[src/design/srr_pkg.sv]
// ----------------------------------------------------------------------------
// srr_pkg
// Shared types, constants and helpers for the selective repeat receiver.
// ----------------------------------------------------------------------------
package srr_pkg;

  localparam int SEQ_SPACE_DEF    = 8;
  localparam int PAYLOAD_BITS_DEF = 64;

  localparam int SEQ_BITS  = 3;
  localparam int WORD_BITS = 64;
  localparam int CFG_BITS  = 3;

  localparam logic [CFG_BITS-1:0] WIN_MIN      = 3'd1;
  localparam logic [CFG_BITS-1:0] WIN_MAX      = 3'd4;
  localparam logic [CFG_BITS-1:0] WIN_RESET    = 3'd3;
  localparam logic [2:0]          MAX_RUN      = 3'd4;

  typedef enum logic [2:0] {
    ST_IDLE,
    ST_EVAL,
    ST_READ,
    ST_DELIVER,
    ST_ACK
  } state_t;

  typedef struct packed {
    logic capture;
    logic store;
    logic deliver;
    logic ack;
  } cmd_t;

  typedef struct packed {
    logic good;
    logic do_store;
    logic is_base;
    logic next_held;
  } status_t;

  // Out-of-range window sizes saturate into the legal range.
  function automatic logic [CFG_BITS-1:0] win_eff(input logic [CFG_BITS-1:0] w);
    logic [CFG_BITS-1:0] r;
    r = w;
    if (w < WIN_MIN) r = WIN_MIN;
    if (w > WIN_MAX) r = WIN_MAX;
    return r;
  endfunction

endpackage

[src/design/selective_repeat_receiver.sv]
// Sequence: a bad-checksum item is dropped in the cycle after acceptance (ST_EVAL);
// otherwise ST_EVAL leads to ST_ACK, through ST_READ and ST_DELIVER when deliveries are due.
// A new item is accepted only in ST_IDLE, once the sequencer has finished the last one;
// the payload store has a single read port.
// Reset: window_size 3, window base 1, held flags cleared; no clearing pass.
// ----------------------------------------------------------------------------
// selective_repeat_receiver
// Selective repeat ARQ receiver: stores in-window packets, delivers in order,
// and sends a cumulative acknowledgement for each good packet.
// ----------------------------------------------------------------------------
module selective_repeat_receiver #(
  parameter int SEQ_SPACE    = srr_pkg::SEQ_SPACE_DEF,
  parameter int PAYLOAD_BITS = srr_pkg::PAYLOAD_BITS_DEF
) (
  input  logic                          clk,
  input  logic                          rst,
  input  logic                          start,
  output logic                          busy,
  input  logic [srr_pkg::SEQ_BITS-1:0]  seq_number,
  input  logic [srr_pkg::WORD_BITS-1:0] payload_word,
  input  logic                          checksum_ok,
  input  logic                          cfg_valid,
  output logic                          cfg_ready,
  input  logic [srr_pkg::CFG_BITS-1:0]  cfg_data,
  output logic                          strobe,
  output logic                          kind,
  output logic [srr_pkg::WORD_BITS-1:0] delivered_data,
  output logic [srr_pkg::SEQ_BITS-1:0]  ack_number,
  output logic                          last
);

  srr_pkg::cmd_t    cmd;
  srr_pkg::status_t sts;

  assign cfg_ready = !busy;

  srr_ctrl u_ctrl (
    .clk   (clk),
    .rst   (rst),
    .start (start),
    .sts   (sts),
    .cmd   (cmd),
    .busy  (busy),
    .strobe(strobe)
  );

  srr_datapath #(
    .SEQ_SPACE   (SEQ_SPACE),
    .PAYLOAD_BITS(PAYLOAD_BITS)
  ) u_datapath (
    .clk           (clk),
    .rst           (rst),
    .cmd           (cmd),
    .sts           (sts),
    .seq_number    (seq_number),
    .payload_word  (payload_word),
    .checksum_ok   (checksum_ok),
    .cfg_write     (cfg_valid && cfg_ready),
    .cfg_data      (cfg_data),
    .kind          (kind),
    .delivered_data(delivered_data),
    .ack_number    (ack_number),
    .last          (last)
  );

endmodule

[src/design/srr_ram.sv]
// ----------------------------------------------------------------------------
// srr_ram
// Generic single-write, single-read RAM with a registered read port.
// ----------------------------------------------------------------------------
module srr_ram #(
  parameter int WIDTH = 64,
  parameter int DEPTH = 8
) (
  input  logic                     clk,
  input  logic                     we,
  input  logic [$clog2(DEPTH)-1:0] waddr,
  input  logic [WIDTH-1:0]         wdata,
  input  logic [$clog2(DEPTH)-1:0] raddr,
  output logic [WIDTH-1:0]         rdata
);

  logic [WIDTH-1:0] mem [DEPTH];

  always_ff @(posedge clk) begin
    if (we) begin
      mem[waddr] <= wdata;
    end
    rdata <= mem[raddr];
  end

endmodule

[src/design/srr_datapath.sv]
// ----------------------------------------------------------------------------
// srr_datapath
// Window base, held flags, payload store and result formatting.
// ----------------------------------------------------------------------------
module srr_datapath #(
  parameter int SEQ_SPACE    = srr_pkg::SEQ_SPACE_DEF,
  parameter int PAYLOAD_BITS = srr_pkg::PAYLOAD_BITS_DEF
) (
  input  logic                          clk,
  input  logic                          rst,
  input  srr_pkg::cmd_t                 cmd,
  output srr_pkg::status_t              sts,
  input  logic [srr_pkg::SEQ_BITS-1:0]  seq_number,
  input  logic [srr_pkg::WORD_BITS-1:0] payload_word,
  input  logic                          checksum_ok,
  input  logic                          cfg_write,
  input  logic [srr_pkg::CFG_BITS-1:0]  cfg_data,
  output logic                          kind,
  output logic [srr_pkg::WORD_BITS-1:0] delivered_data,
  output logic [srr_pkg::SEQ_BITS-1:0]  ack_number,
  output logic                          last
);

  localparam int SW    = $clog2(SEQ_SPACE);
  localparam int CW    = ((SW > srr_pkg::SEQ_BITS) ? SW : srr_pkg::SEQ_BITS) + 1;
  localparam int WordW = srr_pkg::WORD_BITS;
  localparam int SeqW  = srr_pkg::SEQ_BITS;

  localparam logic [SW-1:0] BaseReset = SW'(1 % SEQ_SPACE);
  localparam logic [SW-1:0] BaseTop   = SW'(SEQ_SPACE - 1);
  localparam logic [CW-1:0] SpaceW    = CW'(SEQ_SPACE);

  logic [srr_pkg::CFG_BITS-1:0] window_size;
  logic [SW-1:0]                base;
  logic [SEQ_SPACE-1:0]         held;
  logic [SeqW-1:0]              seq_reg;
  logic [PAYLOAD_BITS-1:0]      payload_reg;
  logic                         ok_reg;

  logic [SW-1:0]           seq_idx;
  logic [SW-1:0]           base_inc;
  logic [SW-1:0]           base_prev;
  logic [CW-1:0]           seq_w;
  logic [CW-1:0]           base_w;
  logic [CW-1:0]           seq_off;
  logic                    seq_in;
  logic                    in_win;
  logic [SW-1:0]           raddr;
  logic [PAYLOAD_BITS-1:0] rdata;

  always_ff @(posedge clk) begin
    if (rst) begin
      window_size <= srr_pkg::WIN_RESET;
    end else if (cfg_write) begin
      window_size <= cfg_data;
    end
  end

  always_ff @(posedge clk) begin
    if (cmd.capture) begin
      seq_reg     <= seq_number;
      payload_reg <= PAYLOAD_BITS'(payload_word);
      ok_reg      <= checksum_ok;
    end
  end

  always_ff @(posedge clk) begin
    if (rst) begin
      base <= BaseReset;
      held <= '0;
    end else begin
      if (cmd.store) begin
        held[seq_idx] <= 1'b1;
      end
      if (cmd.deliver) begin
        held[base] <= 1'b0;
        base       <= base_inc;
      end
    end
  end

  always_comb begin
    seq_idx   = SW'(seq_reg);
    base_inc  = (base == BaseTop) ? '0 : base + SW'(1);
    base_prev = (base == '0) ? BaseTop : base - SW'(1);
    seq_w     = CW'(seq_reg);
    base_w    = CW'(base);
    seq_in    = seq_w < SpaceW;
    seq_off   = (seq_w >= base_w) ? seq_w - base_w : seq_w + SpaceW - base_w;
    in_win    = seq_in && (seq_off < CW'(srr_pkg::win_eff(window_size)));
    // The first delivery reads the base; later ones prefetch the next slot.
    raddr     = cmd.deliver ? base_inc : base;
  end

  always_comb begin
    sts.good      = ok_reg;
    sts.do_store  = in_win && !held[seq_idx];
    sts.is_base   = seq_idx == base;
    sts.next_held = held[base_inc];
  end

  srr_ram #(
    .WIDTH(PAYLOAD_BITS),
    .DEPTH(SEQ_SPACE)
  ) u_store (
    .clk  (clk),
    .we   (cmd.store),
    .waddr(seq_idx),
    .wdata(payload_reg),
    .raddr(raddr),
    .rdata(rdata)
  );

  assign kind           = cmd.ack;
  assign last           = cmd.ack;
  assign ack_number     = cmd.ack ? SeqW'(base_prev) : '0;
  assign delivered_data = cmd.deliver ? WordW'(rdata) : '0;

endmodule

[src/design/srr_ctrl.sv]
// ----------------------------------------------------------------------------
// srr_ctrl
// Sequencer for one packet: evaluate, store, deliver the in-order run, ack; a bad-checksum packet is dropped.
// ----------------------------------------------------------------------------
module srr_ctrl (
  input  logic             clk,
  input  logic             rst,
  input  logic             start,
  input  srr_pkg::status_t sts,
  output srr_pkg::cmd_t    cmd,
  output logic             busy,
  output logic             strobe
);

  srr_pkg::state_t state;
  srr_pkg::state_t state_next;
  logic [2:0]      count;
  logic [2:0]      count_next;

  always_ff @(posedge clk) begin
    if (rst) begin
      state <= srr_pkg::ST_IDLE;
      count <= '0;
    end else begin
      state <= state_next;
      count <= count_next;
    end
  end

  always_comb begin
    state_next = state;
    count_next = count;
    cmd        = '0;
    busy       = 1'b1;
    case (state)
      srr_pkg::ST_IDLE: begin
        busy = 1'b0;
        if (start) begin
          cmd.capture = 1'b1;
          state_next  = srr_pkg::ST_EVAL;
        end
      end
      srr_pkg::ST_EVAL: begin
        if (!sts.good) begin
          state_next = srr_pkg::ST_IDLE;
        end else if (sts.do_store) begin
          cmd.store  = 1'b1;
          state_next = sts.is_base ? srr_pkg::ST_READ : srr_pkg::ST_ACK;
        end else begin
          state_next = srr_pkg::ST_ACK;
        end
      end
      srr_pkg::ST_READ: begin
        count_next = '0;
        state_next = srr_pkg::ST_DELIVER;
      end
      srr_pkg::ST_DELIVER: begin
        cmd.deliver = 1'b1;
        count_next  = count + 3'd1;
        if (sts.next_held && (count + 3'd1 < srr_pkg::MAX_RUN)) begin
          state_next = srr_pkg::ST_DELIVER;
        end else begin
          state_next = srr_pkg::ST_ACK;
        end
      end
      srr_pkg::ST_ACK: begin
        cmd.ack    = 1'b1;
        state_next = srr_pkg::ST_IDLE;
      end
      default: begin
        state_next = srr_pkg::ST_IDLE;
      end
    endcase
  end

  assign strobe = cmd.deliver || cmd.ack;

`ifndef SYNTH
  a_deliver_origin: assert property (@(posedge clk) disable iff (rst)
    cmd.deliver |-> ($past(state) == srr_pkg::ST_READ || $past(state) == srr_pkg::ST_DELIVER))
    else $error("delivery not preceded by a read");

  a_plain_ack: assert property (@(posedge clk) disable iff (rst)
    (state == srr_pkg::ST_EVAL && sts.good && !sts.do_store) |=> state == srr_pkg::ST_ACK)
    else $error("unstored good packet did not go to acknowledgement");

  a_run_cap: assert property (@(posedge clk) disable iff (rst)
    state == srr_pkg::ST_DELIVER |-> count < srr_pkg::MAX_RUN)
    else $error("delivery run exceeded its cap");

  a_busy_end: assert property (@(posedge clk) disable iff (rst)
    $fell(busy) |-> ($past(state) == srr_pkg::ST_ACK ||
                     ($past(state) == srr_pkg::ST_EVAL && !$past(sts.good))))
    else $error("item ended without an acknowledgement or a bad checksum");
`endif

endmodule

[config.mk]
export PLATFORM = sky130hd
export DESIGN_NAME = selective_repeat_receiver
export DESIGN_NICKNAME = d
export VERILOG_FILES = /design/src/design/srr_pkg.sv /design/src/design/selective_repeat_receiver.sv /design/src/design/srr_ram.sv /design/src/design/srr_datapath.sv /design/src/design/srr_ctrl.sv
export SDC_FILE = /design/constraint.sdc
export NUM_CORES = 1
export LEC_CHECK = 0
export ABC_AREA = 1
export BUFFER_PORTS_ARGS = -buffer_cell sky130_fd_sc_hd__buf_4
export CAP_MARGIN = 20
export CELL_PAD_IN_SITES_DETAIL_PLACEMENT = 0
export CELL_PAD_IN_SITES_GLOBAL_PLACEMENT = 2
export CORE_AREA = 2 2 248 250
export CTS_CLUSTER_SIZE = 25
export DETAILED_ROUTE_END_ITERATION = 10
export DIE_AREA = 0 0 250 252
export PLACE_DENSITY = 0.85
export SLEW_MARGIN = 20
export SYNTH_ARGS = -nofsm -noshare
export SYNTH_HDL_FRONTEND = slang
export SYNTH_SLANG_ARGS = --single-unit
[constraint.sdc]
create_clock -name clk -period 4.5 [get_ports clk]
set_input_delay 0.225 -clock clk [delete_from_list [all_inputs] [get_ports clk]]
set_output_delay 0.225 -clock clk [all_outputs]
set_load 0.01 [all_outputs]
Yosys cells after proc, flatten, opt, wreduce, memory -nomap -nowiden
Memory sizes are Yosys's and may differ from the RTL's. A register that Yosys moved wholly into a read port is not among the register bits.
Index checks and enable logic that the tools add are counted.
{"block": "totals", "n_memories": 1, "reg_bits": 88, "ram_bits": 512}
{"block": "classes", "reduce_logical": 10, "eq_ne": 7, "n_addsub": 6, "order_cmp": 10, "bitwise": 3, "n_mux": 36}
{"memory": "u_datapath.u_store.mem", "depth": 8, "width": 64, "rd": 1, "rd_ports_with_merged_regs": 1, "wr": 1, "line": "srr_ram.sv:17", "rtl": "logic [WIDTH-1:0] mem [DEPTH];"}
{"op": "2-to-1 mux 64 bit", "n": 1}
{"op": "2-to-1 mux 3 bit", "n": 11}
{"op": "2-to-1 mux 8 bit", "n": 3}
{"op": "2-to-1 mux 1 bit", "n": 14}
{"op": "less-than comparator 3 x 4 -> 1 bit (second input constant)", "n": 3}
{"op": "one-hot mux 3 bit (4 select lines)", "n": 1}
{"op": "AND 8 bit", "n": 1}
{"op": "inverter 8 bit", "n": 1}
{"op": "OR 8 bit", "n": 1}
{"op": "adder 3 x 1 -> 3 bit (second input constant)", "n": 2}
{"op": "binary-select mux 1 bit (select 3 bit)", "n": 2}
{"op": "demux 1 bit (select 3 bit)", "n": 2}
{"op": "== test 3 x 2 -> 1 bit (second input constant)", "n": 2}
{"op": "== test 3 bit (second input constant)", "n": 2}
{"op": "greater-or-equal comparator 3 x 1 -> 1 bit (second input constant)", "n": 2}
{"op": "logical NOT 3 bit", "n": 2}
{"op": "one-hot mux 3 bit (2 select lines)", "n": 1}
{"op": "logical AND 1 bit", "n": 5}
{"op": "adder 3 x 4 -> 4 bit (second input constant)", "n": 1}
{"op": "less-than comparator 4 x 3 -> 1 bit", "n": 1}
{"op": "2-to-1 mux 4 bit", "n": 1}
{"op": "subtractor 3 x 3 -> 4 bit", "n": 1}
{"op": "subtractor 4 x 3 -> 4 bit", "n": 1}
{"op": "== test 3 x 1 -> 1 bit (second input constant)", "n": 1}
{"op": "10 further kinds", "n": 10}

Logic depth before layout (Yosys ltp)
{"block": "depth", "depth_word": 12, "depth_mapped": 17, "ltp_nobuf": 16}

Hierarchy
From an unflattened synthesis, not the netlist that was laid out.
{"block": "hier_totals", "hier_cells": 2735, "hier_area_um2": 27685.3}
{"mod": "srr_ram", "area_per_inst_um2": 23657.7, "seq_area_each_um2": 16656.0, "cells_per_inst": 2294, "instances": 1}
{"mod": "srr_datapath", "area_per_inst_um2": 3658.5, "seq_area_each_um2": 2322.2, "cells_per_inst": 381, "instances": 1}
{"mod": "srr_ctrl", "area_per_inst_um2": 355.3, "seq_area_each_um2": 120.1, "cells_per_inst": 57, "instances": 1}
{"mod": "selective_repeat_receiver", "area_per_inst_um2": 13.8, "seq_area_each_um2": 0.0, "cells_per_inst": 3, "instances": 1}

Least setup slack after synthesis
No wires, ideal clock.
{"block": "synth_timing", "path_type": "reg-to-reg", "from": "register u_ctrl.state[0]", "to": "register u_datapath.ok_reg (enable)", "arrival_time_ns": 3.775, "setup_slack_ns": 0.231, "stages_incl_launch_ff": 6, "synth_period_minus_slack_ns": 4.269, "setup_time_ns": 0.495, "cell_sequence": "dfxtp_1 -> nor2_1 -> inv_1 -> nor2_1 -> inv_1 -> nor2_1"}
{"element": "start: declaration", "line": "srr_ctrl.sv:15", "rtl": "srr_pkg::state_t state;"}
{"element": "start signal: assignment", "line": "srr_ctrl.sv:22", "rtl": "state <= srr_pkg::ST_IDLE;"}
{"element": "start signal: assignment", "line": "srr_ctrl.sv:25", "rtl": "state <= state_next;"}
{"element": "end signal: assignment", "line": "srr_datapath.sv:63", "rtl": "ok_reg <= checksum_ok;"}
{"element": "end: declaration", "line": "srr_datapath.sv:38", "rtl": "logic ok_reg;"}

Worst setup path after layout
{"block": "layout_timing", "from": "register u_datapath.seq_reg[0] (netlist: u_datapath.seq_idx[0])", "to": "memory u_datapath.u_store.mem[1][35] (enable)"}
{"block": "layout_via", "elab_chain_len": 10, "elab_cells_between_ends": 15, "classes_between": "add/sub (3); order compare (2); mux (8); reduce/logical (2)"}
{"element": "start: declaration", "line": "srr_datapath.sv:36", "rtl": "logic [SeqW-1:0] seq_reg;"}
{"element": "start signal: assignment", "line": "srr_datapath.sv:61", "rtl": "seq_reg <= seq_number;"}
{"element": "adder 3 x 4 -> 4 bit", "line": "srr_datapath.sv:89", "rtl": "seq_off = (seq_w >= base_w) ? seq_w - base_w : seq_w + SpaceW - base_w;"}
{"element": "subtractor 4 x 3 -> 4 bit", "line": "srr_datapath.sv:89"}
{"element": "2-to-1 mux 4 bit", "line": "srr_datapath.sv:89"}
{"element": "less-than comparator 4 x 3 -> 1 bit", "line": "srr_datapath.sv:90", "rtl": "in_win = seq_in && (seq_off < CW'(srr_pkg::win_eff(window_size)));"}
{"element": "logical AND 1 bit", "line": "srr_datapath.sv:97", "rtl": "sts.do_store = in_win && !held[seq_idx];"}
{"element": "2-to-1 mux 1 bit", "line": "srr_ctrl.sv:46", "rtl": "end else if (sts.do_store) begin"}
{"element": "2-to-1 mux 1 bit", "line": "srr_ctrl.sv:44", "rtl": "if (!sts.good) begin"}
{"element": "2-to-1 mux 1 bit", "line": "srr_ctrl.sv:35", "rtl": "case (state)"}
{"element": "2-to-1 mux 1 bit", "line": "srr_ram.sv:20", "rtl": "if (we) begin"}
{"element": "2-to-1 mux 1 bit (not written as such)", "line": "srr_ram.sv:21", "rtl": "mem[waddr] <= wdata;"}
{"element": "end: declaration", "line": "srr_ram.sv:17"}
Several ways; a longest one is shown, not always the timed one. The select of a mux whose other input is x is not followed.

==> qor.txt <==
outcome: complete, no violations
Initial Util: 0.417
largest net degree at the start of global routing: 257
multi-input combinational cell area: 0.00489 mm²
Synth Area in Adders: 0.00658
main combinational cell family by area after synthesis: simple AND/OR/NAND/NOR gates
DP HPWL: 32400 µm
share of the core filled with cells: 0.500
top post-synthesis cells by area: edfxtp_1 (69%), dfxtp_1 (6.7%), nor2_1 (5.0%)
Final setup viols: 0
Synth Warn #: 0
Clock H-tree levels: 3
Final ANT Viol Nets: 0
CP Launch Type: flip-flop
post-synthesis compound-gate area fraction: 0.0917
Cell Area, Synth: 0.0251 mm²
proportion of synthesized area in mux cells: 0
Largest register FFs: 512
Ant. Diodes: 0
Filler cells: 5194
share of the synthesized area in the top cell type: 0.694
post-CTS sizing: 0
GRT overflow: 0
Placer Congestion: 0.791
crit path time final: 3.82 ns
Avg WL per Cell: 19.0 µm
Clock Sinks: 664
fmax: 0.262 GHz
fraction of layout cells with a size suffix above 1: 0.139
via/cell ratio: 5.13
Worst VDD drop: 0.000315 V
io pins: 147
worst path arrival time: 4.10 ns
Synth Area in Simple Gates: 0.0951
Hold WC Path Type: input pin to flip-flop
Distinct cells, synth: 32
Sequential Area: 0.0191 mm²
Crit Path Class: flip-flop to flip-flop
Final nets: 2238
Synth area leader: edfxtp_1
number of global-route vias before repair: 15825
clock-pin slew on the worst setup and hold paths: 0.06 ns
area post-placement: 0.0269 mm²
slowest stage delay, CP: 0.51 ns
DRT iter0 DRCs: 1076
Die X: 250 µm
site row count: 90
skew final: 0.0167 ns
CTS Buf Count: 70
fin. max-slew vios: 0
Worst Tran Pin Value: 0.958 ns
Crit-path slowest cell: edfxtp_1
Initial DRT Pass Iterations: 5
CP top delay family: adder cells
max capacitance violation total: 0
antenna violations before repair: 0
CP cell instances: inv_1 > ha_1 > inv_1 > fa_1 > inv_1 > fa_1 > inv_1 > ha_1 > nand2_1 > nand2_1 > nor2_4 > nand4_1 > inv_4 > buf_4
first-pass GRT wire length: 89100 µm
XOR/XNOR Fraction of Synth Area: 0.000349
Critical Path RT: 4.78 ns
#FFs+latches synth: 664
CP bufs+invs: 6
full die area: 0.0630 mm²
Slew Limit Headroom: 0.360
Die Span Y: 252 µm
Avg Synthesized Cell Area: 12.9 µm²
core area: 0.0601 mm²
Clock Tree Buf Depth: 3
area growth from synthesis to layout: 19.9%
Setup crit end kind: flip-flop
register area share after synthesis: 0.761
setup TNS: 0 ns
Worst Path Max Fanout: 27
total routed wirelength: 56800 µm
PD cells: 437 mW/mm²
Mapped Cells: 1938
Hold Fails Final Rpt: 0
RSZ-0062 raised after global routing: no
Skew-Pair Late Insertion Delay: 0.59 ns
CTS tree: yes
via count: 15322
Clock Tree Root: clkbuf_16
Design Area, Final: 0.0301 mm²
total track usage: 0.181
cell with the most instances on the worst path: inv_1
Tcrit/Tclk final: 0.849
WHS: 0.0441 ns
Port-buffer cells: 146
syn_nets: 2025
P_leak: 0.0110 µW
final routed DRC violation total: 0
[final timing paths]
kind / from / end / slack, ns / depth (start not counted)
setup / recovery: u_datapath.seq_idx[0]$_DFFE_PP_ / u_datapath.u_store.mem[1][35]$_DFFE_PP_ / 0.68 / 14
hold / removal: cfg_valid / u_datapath.window_size[0]$_SDFFE_PP1P_ / 0.04 / 4
setup reg to reg: u_datapath.seq_idx[0]$_DFFE_PP_ / u_datapath.u_store.mem[1][35]$_DFFE_PP_ / 0.68 / 14
hold reg to reg: u_ctrl.count[0]$_SDFFE_PP0P_ / u_ctrl.count[0]$_SDFFE_PP0P_ / 0.47 / 1
[power breakdown]
group          leakage (µW)  internal [µW]  total [µW]  switching [µW]
Sequential          0.00596           6820        6940             124
Clock               0.00117           3610        5920            2310
Combinational       0.00383            129         274             145
[timing repair]
action                                 4_1_cts  5_1_grt
hold buffers                                74        0
setup buffers                                0        0
endpoints found under the hold margin       79        0
setup endpoints to repair                    0        0
[area by class of cell]
type                            count  share of cell area
Tap cell                          782              0.0325
Timing Repair Buffer              251              0.0745
Multi-Input combinational cell   1046               0.162
Clock inverter                     34              0.0139
Inverter                          118              0.0159
Sequential cell                   664               0.635
Clock buffer                       94              0.0657
[logic make-up (layout without fill, tap and decap cells)]
kind of cell	after synthesis	count (layout)
buffers and inverters	228	497
adders and majority gates	12	12
and+or+nand+nor	612	612
DFF	664	664
xor gates and xnor gates	1	1
AOI/OAI and AO/OA	421	421
[worst reg2reg max path, cell delays in order (launching register included)]
cell      delay, ns
edfxtp_1       0.51
inv_1          0.22
ha_1           0.20
inv_1          0.06
fa_1           0.41
inv_1          0.09
fa_1           0.39
inv_1          0.07
ha_1           0.22
nand2_1        0.07
nand2_1        0.08
nor2_4         0.23
nand4_1        0.23
inv_4          0.41
buf_4          0.33
[cells in the final DEF (no fill, tap or decap), types with 2 or more instances in the layout]
cell             n
edfxtp_1       580
nor2_1         336
nand2_1        239
buf_4          164
o21ai_1        135
o21ai_0        133
o22ai_1        128
inv_1          104
dfxtp_1         84
clkbuf_16       74
dlygate4sd3_1   74
a21oi_1         17
clkbuf_1        15
nand4_1         13
nand3_1         13
clkinv_2        12
buf_12          12
inv_4           11
ha_1            10
bufinv_16        9
clkinv_1         7
nor3_1           5
clkbuf_8         5
o21ai_4          3
a211oi_1         3
inv_6            3
nor2_4           2
fa_1             2
clkinvlp_4       2
[stage by stage]
step           worst slack (ns)  total power (µW)  std cells
6_report                  0.680             13100       2989
4_1_cts                   0.651             13300       2988
3_3_place_gp              0.737              7290       2786
5_1_grt                   0.382             13500       2989
3_5_place_dp              0.666              7300       2786
2_1_floorplan             0.231              7130       1938
[routing by layer]
| layer | global-route usage | vias up | routed length [µm] |
|---|---|---|---|
| met3 | 0.0287 | 97 | 2570 |
| met5 | 0 | - | 0 |
| met4 | 0.0563 | 0 | 1340 |
| met1 | 0.238 | 7476 | 25100 |
| met2 | 0.310 | 416 | 27800 |
| li1 | - | 7333 | - |
[synth_stat cells]
cell type / count
inv_1: 113
buf_2: 58
nor2_4: 1
o21ai_4: 1
a211oi_1: 3
o21ai_0: 134
nor3_1: 5
nand2_4: 1
o211ai_1: 1
nor2_1: 337
o21ai_1: 135
xor2_1: 1
o22ai_1: 128
inv_2: 2
a21oi_1: 17
nand3_1: 13
nand2_2: 1
inv_4: 3
edfxtp_1: 580
nand2_1: 239
dfxtp_1: 84
nand4_1: 13
fa_1: 2
nand3b_1: 1
buf_1: 2
o21ai_2: 1
ha_1: 10
buf_6: 16
buf_4: 20
clkbuf_1: 14
a22oi_2: 1
nand3_4: 1
No activity file was read; power rests on OpenSTA's default activity.
